### src/tri_pkg.sv
`timescale 1ns / 1ps
package tri_pkg;

    // frame geometry
    localparam int WIDTH  = 256;
    localparam int HEIGHT = 256;
    localparam int DEPTH  = WIDTH * HEIGHT;
    localparam int ADDR_W = $clog2(DEPTH);

    // operation codes
    typedef enum logic [1:0] {
        OP_CLEAR = 2'd0,
        OP_DRAW  = 2'd1,
        OP_READ  = 2'd2,
        OP_NONE  = 2'd3
    } t_op;

    // input beat
    typedef struct packed {
        t_op                op;
        logic [7:0]         ax;
        logic [7:0]         ay;
        logic signed [15:0] af;
        logic [7:0]         bx;
        logic [7:0]         by_row;
        logic signed [15:0] bf;
        logic [7:0]         cx;
        logic [7:0]         cy;
        logic signed [15:0] cf;
        logic [7:0]         read_x;
        logic [7:0]         read_y;
    } t_item;

    // result beat
    typedef struct packed {
        logic signed [8:0] pixel_value;
        logic [16:0]       pixels_drawn;
        logic              degenerate;
    } t_result;

    // controller states
    typedef enum logic [4:0] {
        ST_INIT, ST_IDLE, ST_CLEAR, ST_DET, ST_EA, ST_EB, ST_EC, ST_TEST,
        ST_MUL0, ST_MUL1, ST_MUL2, ST_MUL3, ST_CLASS, ST_DIV, ST_WRITE,
        ST_NEXT, ST_RD, ST_RDW, ST_DONE
    } t_state;

    // shared edge unit operand select
    typedef enum logic [1:0] {
        SEL_DET, SEL_EA, SEL_EB, SEL_EC
    } t_edge_sel;

    // multiplier operand select
    typedef enum logic [1:0] {
        MUL_A, MUL_B, MUL_C, MUL_OFF
    } t_mul_sel;

    typedef enum logic [1:0] {
        ACC_HOLD, ACC_LOAD, ACC_ADD, ACC_OFF
    } t_acc_op;

    // controller to datapath
    typedef struct packed {
        logic      load;
        logic      clr_wr;
        logic      det;
        logic      edge_en;
        t_edge_sel edge_sel;
        t_mul_sel  mul_sel;
        t_acc_op   acc_op;
        logic      classify;
        logic      div_en;
        logic [2:0] div_bit;
        logic      wr_px;
        logic      step;
        logic      rd;
        logic      rd_latch;
        logic      emit;
    } t_cmd;

    // datapath to controller
    typedef struct packed {
        logic degen;
        logic in_tri;
        logic need_div;
        logic last_px;
        logic clr_last;
    } t_status;

endpackage

### src/tri_ctrl.sv
`timescale 1ns / 1ps
module tri_ctrl (
    input  logic            i_clk,
    input  logic            i_rst_n,
    input  logic            start,
    input  tri_pkg::t_op    i_op,
    input  tri_pkg::t_status i_st,
    output tri_pkg::t_cmd   o_cmd,
    output logic            busy
);
    import tri_pkg::*;

    t_state     r_state, n_state;
    logic [2:0] r_cnt, n_cnt;

    // state register
    always_ff @(posedge i_clk) begin
        if (!i_rst_n) begin
            r_state <= ST_INIT;
            r_cnt   <= 3'd0;
        end else begin
            r_state <= n_state;
            r_cnt   <= n_cnt;
        end
    end

    // next state
    always_comb begin
        n_state = r_state;
        n_cnt   = r_cnt;
        case (r_state)
            ST_INIT:  if (i_st.clr_last) n_state = ST_IDLE;
            ST_IDLE: begin
                if (start) begin
                    case (i_op)
                        OP_CLEAR: n_state = ST_CLEAR;
                        OP_DRAW:  n_state = ST_DET;
                        OP_READ:  n_state = ST_RD;
                        default:  n_state = ST_DONE;
                    endcase
                end
            end
            ST_CLEAR: if (i_st.clr_last) n_state = ST_DONE;
            ST_DET:   n_state = ST_EA;
            ST_EA:    n_state = i_st.degen ? ST_DONE : ST_EB;
            ST_EB:    n_state = ST_EC;
            ST_EC:    n_state = ST_TEST;
            ST_TEST:  n_state = i_st.in_tri ? ST_MUL0 : ST_NEXT;
            ST_MUL0:  n_state = ST_MUL1;
            ST_MUL1:  n_state = ST_MUL2;
            ST_MUL2:  n_state = ST_MUL3;
            ST_MUL3:  n_state = ST_CLASS;
            ST_CLASS: begin
                n_cnt   = 3'd7;
                n_state = i_st.need_div ? ST_DIV : ST_WRITE;
            end
            ST_DIV: begin
                n_cnt = r_cnt - 3'd1;
                if (r_cnt == 3'd0) n_state = ST_WRITE;
            end
            ST_WRITE: n_state = ST_NEXT;
            ST_NEXT:  n_state = i_st.last_px ? ST_DONE : ST_TEST;
            ST_RD:    n_state = ST_RDW;
            ST_RDW:   n_state = ST_DONE;
            ST_DONE:  n_state = ST_IDLE;
            default:  n_state = ST_IDLE;
        endcase
    end

    // outputs
    always_comb begin
        o_cmd          = '0;
        o_cmd.edge_sel = SEL_DET;
        o_cmd.mul_sel  = MUL_OFF;
        o_cmd.acc_op   = ACC_HOLD;
        o_cmd.div_bit  = r_cnt;
        busy           = 1'b1;
        case (r_state)
            ST_INIT:  o_cmd.clr_wr = 1'b1;
            ST_IDLE: begin
                busy       = 1'b0;
                o_cmd.load = start;
            end
            ST_CLEAR: o_cmd.clr_wr = 1'b1;
            ST_DET:   o_cmd.det = 1'b1;
            ST_EA: begin
                o_cmd.edge_en  = 1'b1;
                o_cmd.edge_sel = SEL_EA;
            end
            ST_EB: begin
                o_cmd.edge_en  = 1'b1;
                o_cmd.edge_sel = SEL_EB;
            end
            ST_EC: begin
                o_cmd.edge_en  = 1'b1;
                o_cmd.edge_sel = SEL_EC;
            end
            ST_MUL0:  o_cmd.mul_sel = MUL_A;
            ST_MUL1: begin
                o_cmd.mul_sel = MUL_B;
                o_cmd.acc_op  = ACC_LOAD;
            end
            ST_MUL2: begin
                o_cmd.mul_sel = MUL_C;
                o_cmd.acc_op  = ACC_ADD;
            end
            ST_MUL3:  o_cmd.acc_op = ACC_ADD;
            ST_CLASS: o_cmd.classify = 1'b1;
            ST_DIV:   o_cmd.div_en = 1'b1;
            ST_WRITE: o_cmd.wr_px = 1'b1;
            ST_NEXT:  o_cmd.step = !i_st.last_px;
            ST_RD:    o_cmd.rd = 1'b1;
            ST_RDW:   o_cmd.rd_latch = 1'b1;
            ST_DONE:  o_cmd.emit = 1'b1;
            default:  o_cmd.emit = 1'b0;
        endcase
    end

endmodule

### config.mk
export PLATFORM = sky130hd
export DESIGN_NAME = tri_ctrl
export DESIGN_NICKNAME = d
export VERILOG_FILES = /design/src/tri_pkg.sv /design/src/tri_ctrl.sv
export SDC_FILE = /design/constraint.sdc
export NUM_CORES = 1
export LEC_CHECK = 0
export BUFFER_PORTS_ARGS = -buffer_cell sky130_fd_sc_hd__buf_2
export CORE_MARGIN = 2
export CORE_UTILIZATION = 51
export CTS_BUF_LIST = sky130_fd_sc_hd__clkbuf_16
export CTS_CLUSTER_SIZE = 40
export DETAILED_ROUTE_END_ITERATION = 16
export PLACE_DENSITY = 0.81
export SLEW_MARGIN = 25
export SYNTH_ARGS = -nofsm -noshare
export SYNTH_HDL_FRONTEND = slang
export SYNTH_SLANG_ARGS = --single-unit
### constraint.sdc
create_clock -name i_clk -period 3.3 [get_ports i_clk]
set_clock_uncertainty 0.2 [all_clocks]
set_input_delay 0.165 -clock i_clk [delete_from_list [all_inputs] [get_ports i_clk]]
set_output_delay 0.165 -clock i_clk [all_outputs]
set_load 0.02 [all_outputs]
Word-level counts from Yosys, hierarchy flattened:

Index checks and enable logic that the tools add are counted.

* input bits: 10
* output and inout port bits: 21
* logic and storage cells: 60
* register bits after elaboration: 8

* equal/unequal tests: 24
* reductions and logical operators: 8
* muxes and demuxes: 25
* add/subtract/negate cells: 1

Operator list (count)
* one-hot mux 5 bit (18 select lines): 1
* == test 5 x 4 -> 1 bit, second input constant: 8
* 2-to-1 mux 5 bit: 6
* == test 5 x 3 -> 1 bit, second input constant: 4
* == test 5 bit, second input constant: 3
* one-hot mux 5 bit (3 select lines): 1
* 2-to-1 mux 1 bit: 11
* == test 5 x 2 -> 1 bit, second input constant: 2
* one-hot mux 3 bit (3 select lines): 1
* != test 2 bit, second input constant: 4
* one-hot mux 2 bit (3 select lines): 1
* one-hot mux 3 bit (2 select lines): 1
* == test 5 x 1 -> 1 bit, second input constant: 1
* logical NOT 5 bit: 1
* one-hot mux 2 bit (2 select lines): 1
* AND reduction 4 bit: 1
* OR reduction 2 bit: 2
* logical NOT 3 bit: 1
* 2-to-1 mux 3 bit: 1
* subtractor 3 x 1 -> 3 bit, second input constant: 1
* == test 2 x 1 -> 1 bit, second input constant: 1
* == test 2 bit, second input constant: 1
* logical NOT 2 bit: 1
* 2-to-1 mux 2 bit: 1
* other kinds (2): 2

Logic depth before layout (Yosys ltp):

Gate-level depths: netlist of run 1.

* word-level depth: 4
* gate-level depth with buffers: 7
* mapped depth without buffers: 6

Worst setup path after synthesis of run 1:

No wires, ideal clock.

* path kind: flip-flop to flip-flop
* from: register r_state[2]
* to: register r_state[0]
* slack: 1499 ps
* buffers on the path: 1
* cell stages (with the launch flop): 8
* required time: 3041 ps
* arrival time: 1541 ps
* period minus slack after synthesis: 1801 ps
* setup time: 59 ps
* cell sequence: dfxtp_1 > buf_6 > or3_4 > nor2_4 > inv_2 > o221a_4 > o211ai_2 > o311a_1

* cells in the longest elaborated chain, start to end: 3
* elaborated cells between the ends (all ways): 24
* those cells by class: eq/ne: 21; mux: 1; reduce/logical: 2

Ends and longest elaborated chain
* start, declared: RTL line tri_ctrl.sv:13 `t_state r_state, n_state;`
* start signal, assigned: RTL line tri_ctrl.sv:22 `r_state <= n_state;`
* == test 5 x 4 -> 1 bit (tied with other cells): RTL line tri_ctrl.sv:31 `case (r_state)`
* != test 2 bit (no source line)
* AND reduction 4 bit (no source line)

Several ways; a longest one is shown, not always the timed one.
A chain may end at the register's enable or synchronous reset.

==> results of run 1 <==
==> power breakdown <==
group	leakage, nW	internal [mW]	total (mW)	switching (mW)
Combinational	0.343	0.0278	0.0644	0.0366
Sequential	0.0648	0.0998	0.112	0.0125
Clock	0.0370	0.156	0.199	0.0435
Total	0.445	0.283	0.376	0.0926
==> stage by stage <==
stage / cell area (sq um) / hold WS (ps) / instances / util, %
CTS: 991 / 106 / 152 / 66.6
global route: 991 / 148 / 152 / 66.6
detailed placement: 906 / 228 / 148 / 60.8
global placement: 906 / 220 / 148 / 60.8
floorplan: 796 / 96.2 / 111 / -
finish: 991 / 92.0 / 152 / 66.6
==> cell type report <==
type,count,area (sq um)
flip-flops and latches,8,160
fillers,127,498
inverters,10,37.5
multi-input cells,84,538
well taps,16,20.0
clock buffers,3,75.1
repair buffers,31,160
==> metal layers <==
metal / vias up / global-route usage (%)
li1: 437 / -
met1: 381 / 27.6
met4: 0 / 6.67
met2: 42 / 33.1
met5: - / 0
met3: 2 / 6.67
==> layout by cell type (no fill, tap or decap), types with 2 or more instances in the layout <==
cell / count
nand2b_1: 4
dfxtp_1: 8
nor2_1: 18
buf_2: 30
nor2b_1: 2
nand3_1: 2
a211o_1: 2
clkbuf_16: 3
nand2_1: 8
ha_1: 2
inv_1: 9
a311oi_1: 2
a21oi_1: 6
nand3b_1: 2
nor3_1: 10
==> worst register-to-register path, stage by stage, from the launching register on <==
cell,delay [ps]
dfxtp_1,730
nand2b_2,220
or3_1,410
o221a_4,290
o211ai_2,90
o311a_1,190
==> cells in the mapped netlist (all sizes together), types with 3 or more instances <==
master,n
nor3,10
dfxtp,8
nand2b,5
buf,7
nand3,3
nand2,8
inv,10
nor2,19
a21oi,6
==> cells by family (layout without fill, tap and decap cells) <==
kind of cell | count (synthesis) | count (layout)
xor gates and xnor gates | 2 | 2
muxes | 1 | 1
adders and majority gates | 2 | 2
AOI/OAI and AO/OA | 20 | 20
and+or+nand+nor | 59 | 59
buffers and inverters | 19 | 44
DFF | 8 | 8
==> worst paths after layout <==
path	depth (start not counted)	to	slack, ps
setup / recovery	4	o_cmd[8]	1120
hold / removal	3	r_state[4]	90
setup reg to reg	5	r_state[0]	1120
hold reg to reg	2	r_cnt[2]	310
==> flip-flops by register name, indices dropped and copies added (netlist names) <==
register	count
r_cnt	3
r_state	5
==> results.json, run 1 <==
{
  "slew-limit-headroom_pct": 56.6,
  "criticalPathCategory": "reg2out",
  "cts_tree": "done",
  "cp_top_family": "flip-flops",
  "wl_per_cell_um": 12.8,
  "ctsResizeCount": 0,
  "route.layer.met1.wl_um": 835,
  "avgViaCountPerCell": 5.67,
  "rows": 14,
  "drive_above_1_share_pct": 30.1,
  "yosys.area_share.simple_pct": 40.6,
  "critPathMaxStageDelay_ps": 730,
  "die_x_um": 43.5,
  "synth_edf_count": 0,
  "cp_slowest_cell": "dfxtp_1",
  "clkSinkCount": 8,
  "ys_warn_count": 0,
  "power_per_cell_area_mw_per_mm2": 379,
  "async_reset_ff_share_pct": 0,
  "synthAdderAreaFrac_pct": 3.14,
  "wl_met2_um": 958,
  "crit_chain": "nand2b_2 > or3_1 > inv_1 > buf_2",
  "drv_cap": 0,
  "cts.clk_slew.worst_paths_ps": 30,
  "fin_nets": 150,
  "grt_max_degree": 20,
  "grt_pass1_wl_um": 3010,
  "port_buffers": 30,
  "timing.fmax_mhz": 458,
  "maxUsedRoutingLayer": "met4",
  "io_pins": 31,
  "vias": 862,
  "end_kind": "output port",
  "regToRegStartpoint": "r_state[0]",
  "syn2layout_area_growth_pct": 24.5,
  "total_power_mw": 0.376,
  "die_area_sq_mm": 0.00189,
  "cts.path.max_buffers": 2,
  "ys_seq_elements": 8,
  "hold_viol": 0,
  "hold_class": "in2reg",
  "status": "finished clean",
  "insertion_delay_ps": 230,
  "coreArea_sq_mm": 0.00149,
  "finalMaxSlewViolations": 0,
  "synth_compound_area_share_pct": 20.4,
  "worstMarginPinSlew_ps": 650,
  "cp_num_buf_inv": 2,
  "antennaDiodeCount": 0,
  "antenna_found_initial": 0,
  "setup_viol": 0,
  "netlist_area_sq_um": 796,
  "dp_hpwl_um": 1410,
  "synth_nets": 123,
  "ys_top_cells_by_area": "dfxtp_1, nor2_1, nor3_1, inv_1, buf_6",
  "finalCriticalPeriod_ps": 2180,
  "dr.pass1.iters": 4,
  "dp_slack_ps": 1170,
  "initial_core_util_pct": 53.4,
  "worstHoldStart": "i_op[1]",
  "gp_congestion": 0.850,
  "drt_wl_total_um": 1950,
  "drt-initial-drc-count": 36,
  "required_ps": 2930,
  "cts_root_buf": "clkbuf_16",
  "yosysUniqueCellTypes": 44,
  "peakVddDrop_mv": 0.518,
  "die_height_um": 43.5,
  "worst_slack_ps": 1120,
  "netlist.top_cell.by_area": "dfxtp_1",
  "synth_top_family_by_area": "simple AND/OR/NAND/NOR gates",
  "synth-main-ff-cell": "dfxtp_1",
  "startpoint": "r_state[0]",
  "crit_path_max_fanout": 19,
  "cp-start-kind": "flop",
  "synth-xor-area-share_pct": 2.20,
  "route.detailed.drc": 0,
  "synth_mux_area_share_pct": 1.26,
  "cts_inserted_buffers": 3,
  "first_global_vias": 676,
  "yosysSeqAreaShare_pct": 20.1,
  "yosysTopAreaCellShare_pct": 20.1,
  "h-tree-depth": 1,
  "syn_avg_cell_area_sq_um": 7.17,
  "post_cts_buffers": 0,
  "hold_buffers": 1,
  "overflow": 0,
  "tns_ps": 0,
  "min_period_over_period_pct": 66.2,
  "rsz0062_at_grt": "no",
  "cp.arrival_ps": 1820,
  "synth_cells": 111,
  "leakagePower_nw": 0.445,
  "dr_wl_met3_um": 146,
  "grt.total_usage_pct": 21.1,
  "final_antenna_net_count": 0
}
Power figures use the tool's default switching activity.
==> run 2, diff against run 1 <==
CORE_UTILIZATION = 47   (was 51)
PLACE_DENSITY = 0.75   (was 0.81)
clock period = 2.05 ns   (was 3.3 ns; I/O delays follow)
==> run 2 against run 1 <==
First-iteration DRC count down 22%. Clock power up 65%. Cell area up 8.5%. Die area up 7.7%. Combinational power up 110%. Critical endpoint is now r_state[1]. Highest routed layer unchanged.
==> results.json, run 2 (synthesis gave the netlist of run 1 again) <==
{
  "drt_wl_total_um": 2330,
  "avgViaCountPerCell": 5.75,
  "cts_inserted_buffers": 3,
  "place_area_sq_um": 988,
  "fin_nets": 161,
  "holdPathStages": 3,
  "tns_ps": 0,
  "final_common_cell": "buf_2",
  "cp_slowest_cell": "or3_4",
  "cts_root_buf": "clkbuf_16",
  "ff_latch_area_sq_um": 161,
  "min_to": "r_state[1]",
  "top_register": "r_state",
  "placedCellCount": 159,
  "route.detailed.drc": 0,
  "cp_top_family": "simple AND/OR/NAND/NOR gates",
  "peakVddDrop_mv": 0.697,
  "r2r_end": "r_state[1]",
  "die_area_sq_mm": 0.00204,
  "total_power_mw": 0.635,
  "setup_viol": 0,
  "grt_pass1_wl_um": 3680,
  "slew-limit-headroom_pct": 73.6,
  "drive_above_1_share_pct": 36.1,
  "gp_congestion": 0.886,
  "regToRegStartpoint": "r_state[3]",
  "multi_input_area_sq_um": 538,
  "required_ps": 1980,
  "largest_reg_flops": 5,
  "drt-initial-drc-count": 28,
  "min_period_over_period_pct": 94.8,
  "antennaDiodeCount": 0,
  "cp_num_buf_inv": 1,
  "power_per_cell_area_mw_per_mm2": 590,
  "cp.arrival_ps": 1870,
  "status": "finished clean",
  "port_buffers": 30,
  "worstHoldStart": "start",
  "cp-start-kind": "flop",
  "wl_per_cell_um": 14.3,
  "die_x_um": 45.1,
  "timing.fmax_mhz": 514,
  "criticalPathCategory": "reg2reg",
  "cts_tree": "done",
  "hold_viol": 0,
  "finalCriticalPeriod_ps": 1940,
  "dr.pass1.iters": 4,
  "critPathMaxStageDelay_ps": 460,
  "clkSinkCount": 8,
  "overflow": 0,
  "syn2layout_area_growth_pct": 35.1,
  "cts.clk_slew.worst_paths_ps": 30,
  "antenna_found_initial": 0,
  "fillers": 146,
  "reg2reg_depth": 6,
  "end_kind": "flop",
  "first_global_vias": 804,
  "finalMaxSlewViolations": 0,
  "vias": 937,
  "rows": 14,
  "leakagePower_nw": 0.503,
  "crit_chain": "or3_4 > nor2_4 > inv_2 > o221ai_1 > nor3_1 > o32ai_1",
  "largest_registers": "r_state (5), r_cnt (3)",
  "most-common-layout-cells": "buf_2, nor2_1, buf_4, nor3_1, inv_1",
  "layoutNonFillerInstCount": 163,
  "rrSetupSlack_ps": 110,
  "final_antenna_net_count": 0,
  "worstMarginPinSlew_ps": 386,
  "crit_path_max_fanout": 10,
  "grt_max_degree": 12,
  "initial_core_util_pct": 51.6,
  "die_height_um": 45.1,
  "io_pins": 31,
  "h-tree-depth": 1,
  "drv_cap": 0,
  "fin_area_sq_mm": 0.00107,
  "grt.total_usage_pct": 25.0,
  "coreArea_sq_mm": 0.00154,
  "insertion_delay_ps": 230,
  "rsz0062_at_grt": "no",
  "hold_class": "in2reg",
  "cts.path.max_buffers": 2,
  "dp_hpwl_um": 1700
}
[run 2: power by group]
part / total [mW] / leakage [nW] / internal (mW) / switching [mW]
clock: 0.329 / 0.0370 / 0.252 / 0.0771
sequential: 0.170 / 0.0653 / 0.161 / 0.00914
combinational: 0.136 / 0.401 / 0.0591 / 0.0771
total: 0.635 / 0.503 / 0.471 / 0.163
[run 2: how the worst max path moves through the flow]
stage	to	depth (start not counted)	slack, ps	start
3_3_place_gp	r_state[1]	6	150	r_state[2]
3_5_place_dp	r_state[1]	6	130	r_state[2]
2_1_floorplan	r_state[0]	7	250	r_state[2]
5_1_grt	r_state[4]	6	20	r_state[0]
4_1_cts	r_state[1]	6	90	r_state[2]
6_report	r_state[1]	6	110	r_state[3]
[run 2: area by class of cell]
| class | count | share of cell area (%) |
|---|---|---|
| inverters | 10 | 3.49 |
| multi-input cells | 84 | 50.1 |
| flip-flops and latches | 8 | 15.0 |
| clock buffers | 3 | 6.98 |
| repair buffers | 42 | 22.6 |
| well taps | 16 | 1.86 |
[run 2: per-layer routing]
layer	global-route usage, %	share of wire [%]	vias to the layer above
met5	0	0	-
met4	8.24	1.7	0
met3	7.20	7.5	6
met2	37.4	47	37
met1	34.2	44	429
li1	-	-	465
[run 2: metrics by stage]
step | util (%) | worst slack (ps) | hold WS, ps
2_1_floorplan | - | 249 | 33.7
3_3_place_gp | 64.1 | 148 | 164
3_5_place_dp | 64.1 | 131 | 171
4_1_cts | 69.6 | 88.5 | 69.3
5_1_grt | 69.7 | 22.6 | 73.9
6_report | 69.7 | 106 | 73.5
[run 2: timing repair]
action / CTS / global route
setup buffers: 0 / 0
resized for setup: 0 / 1
endpoints found under the hold margin: 2 / 0
hold buffers: 1 / 0
setup endpoints to repair: 0 / 2
[run 2: worst min-delay path: cells and delay by family]
kind            cells  cell delay (ps)
compound gates      2              250
buf+inv             1              100
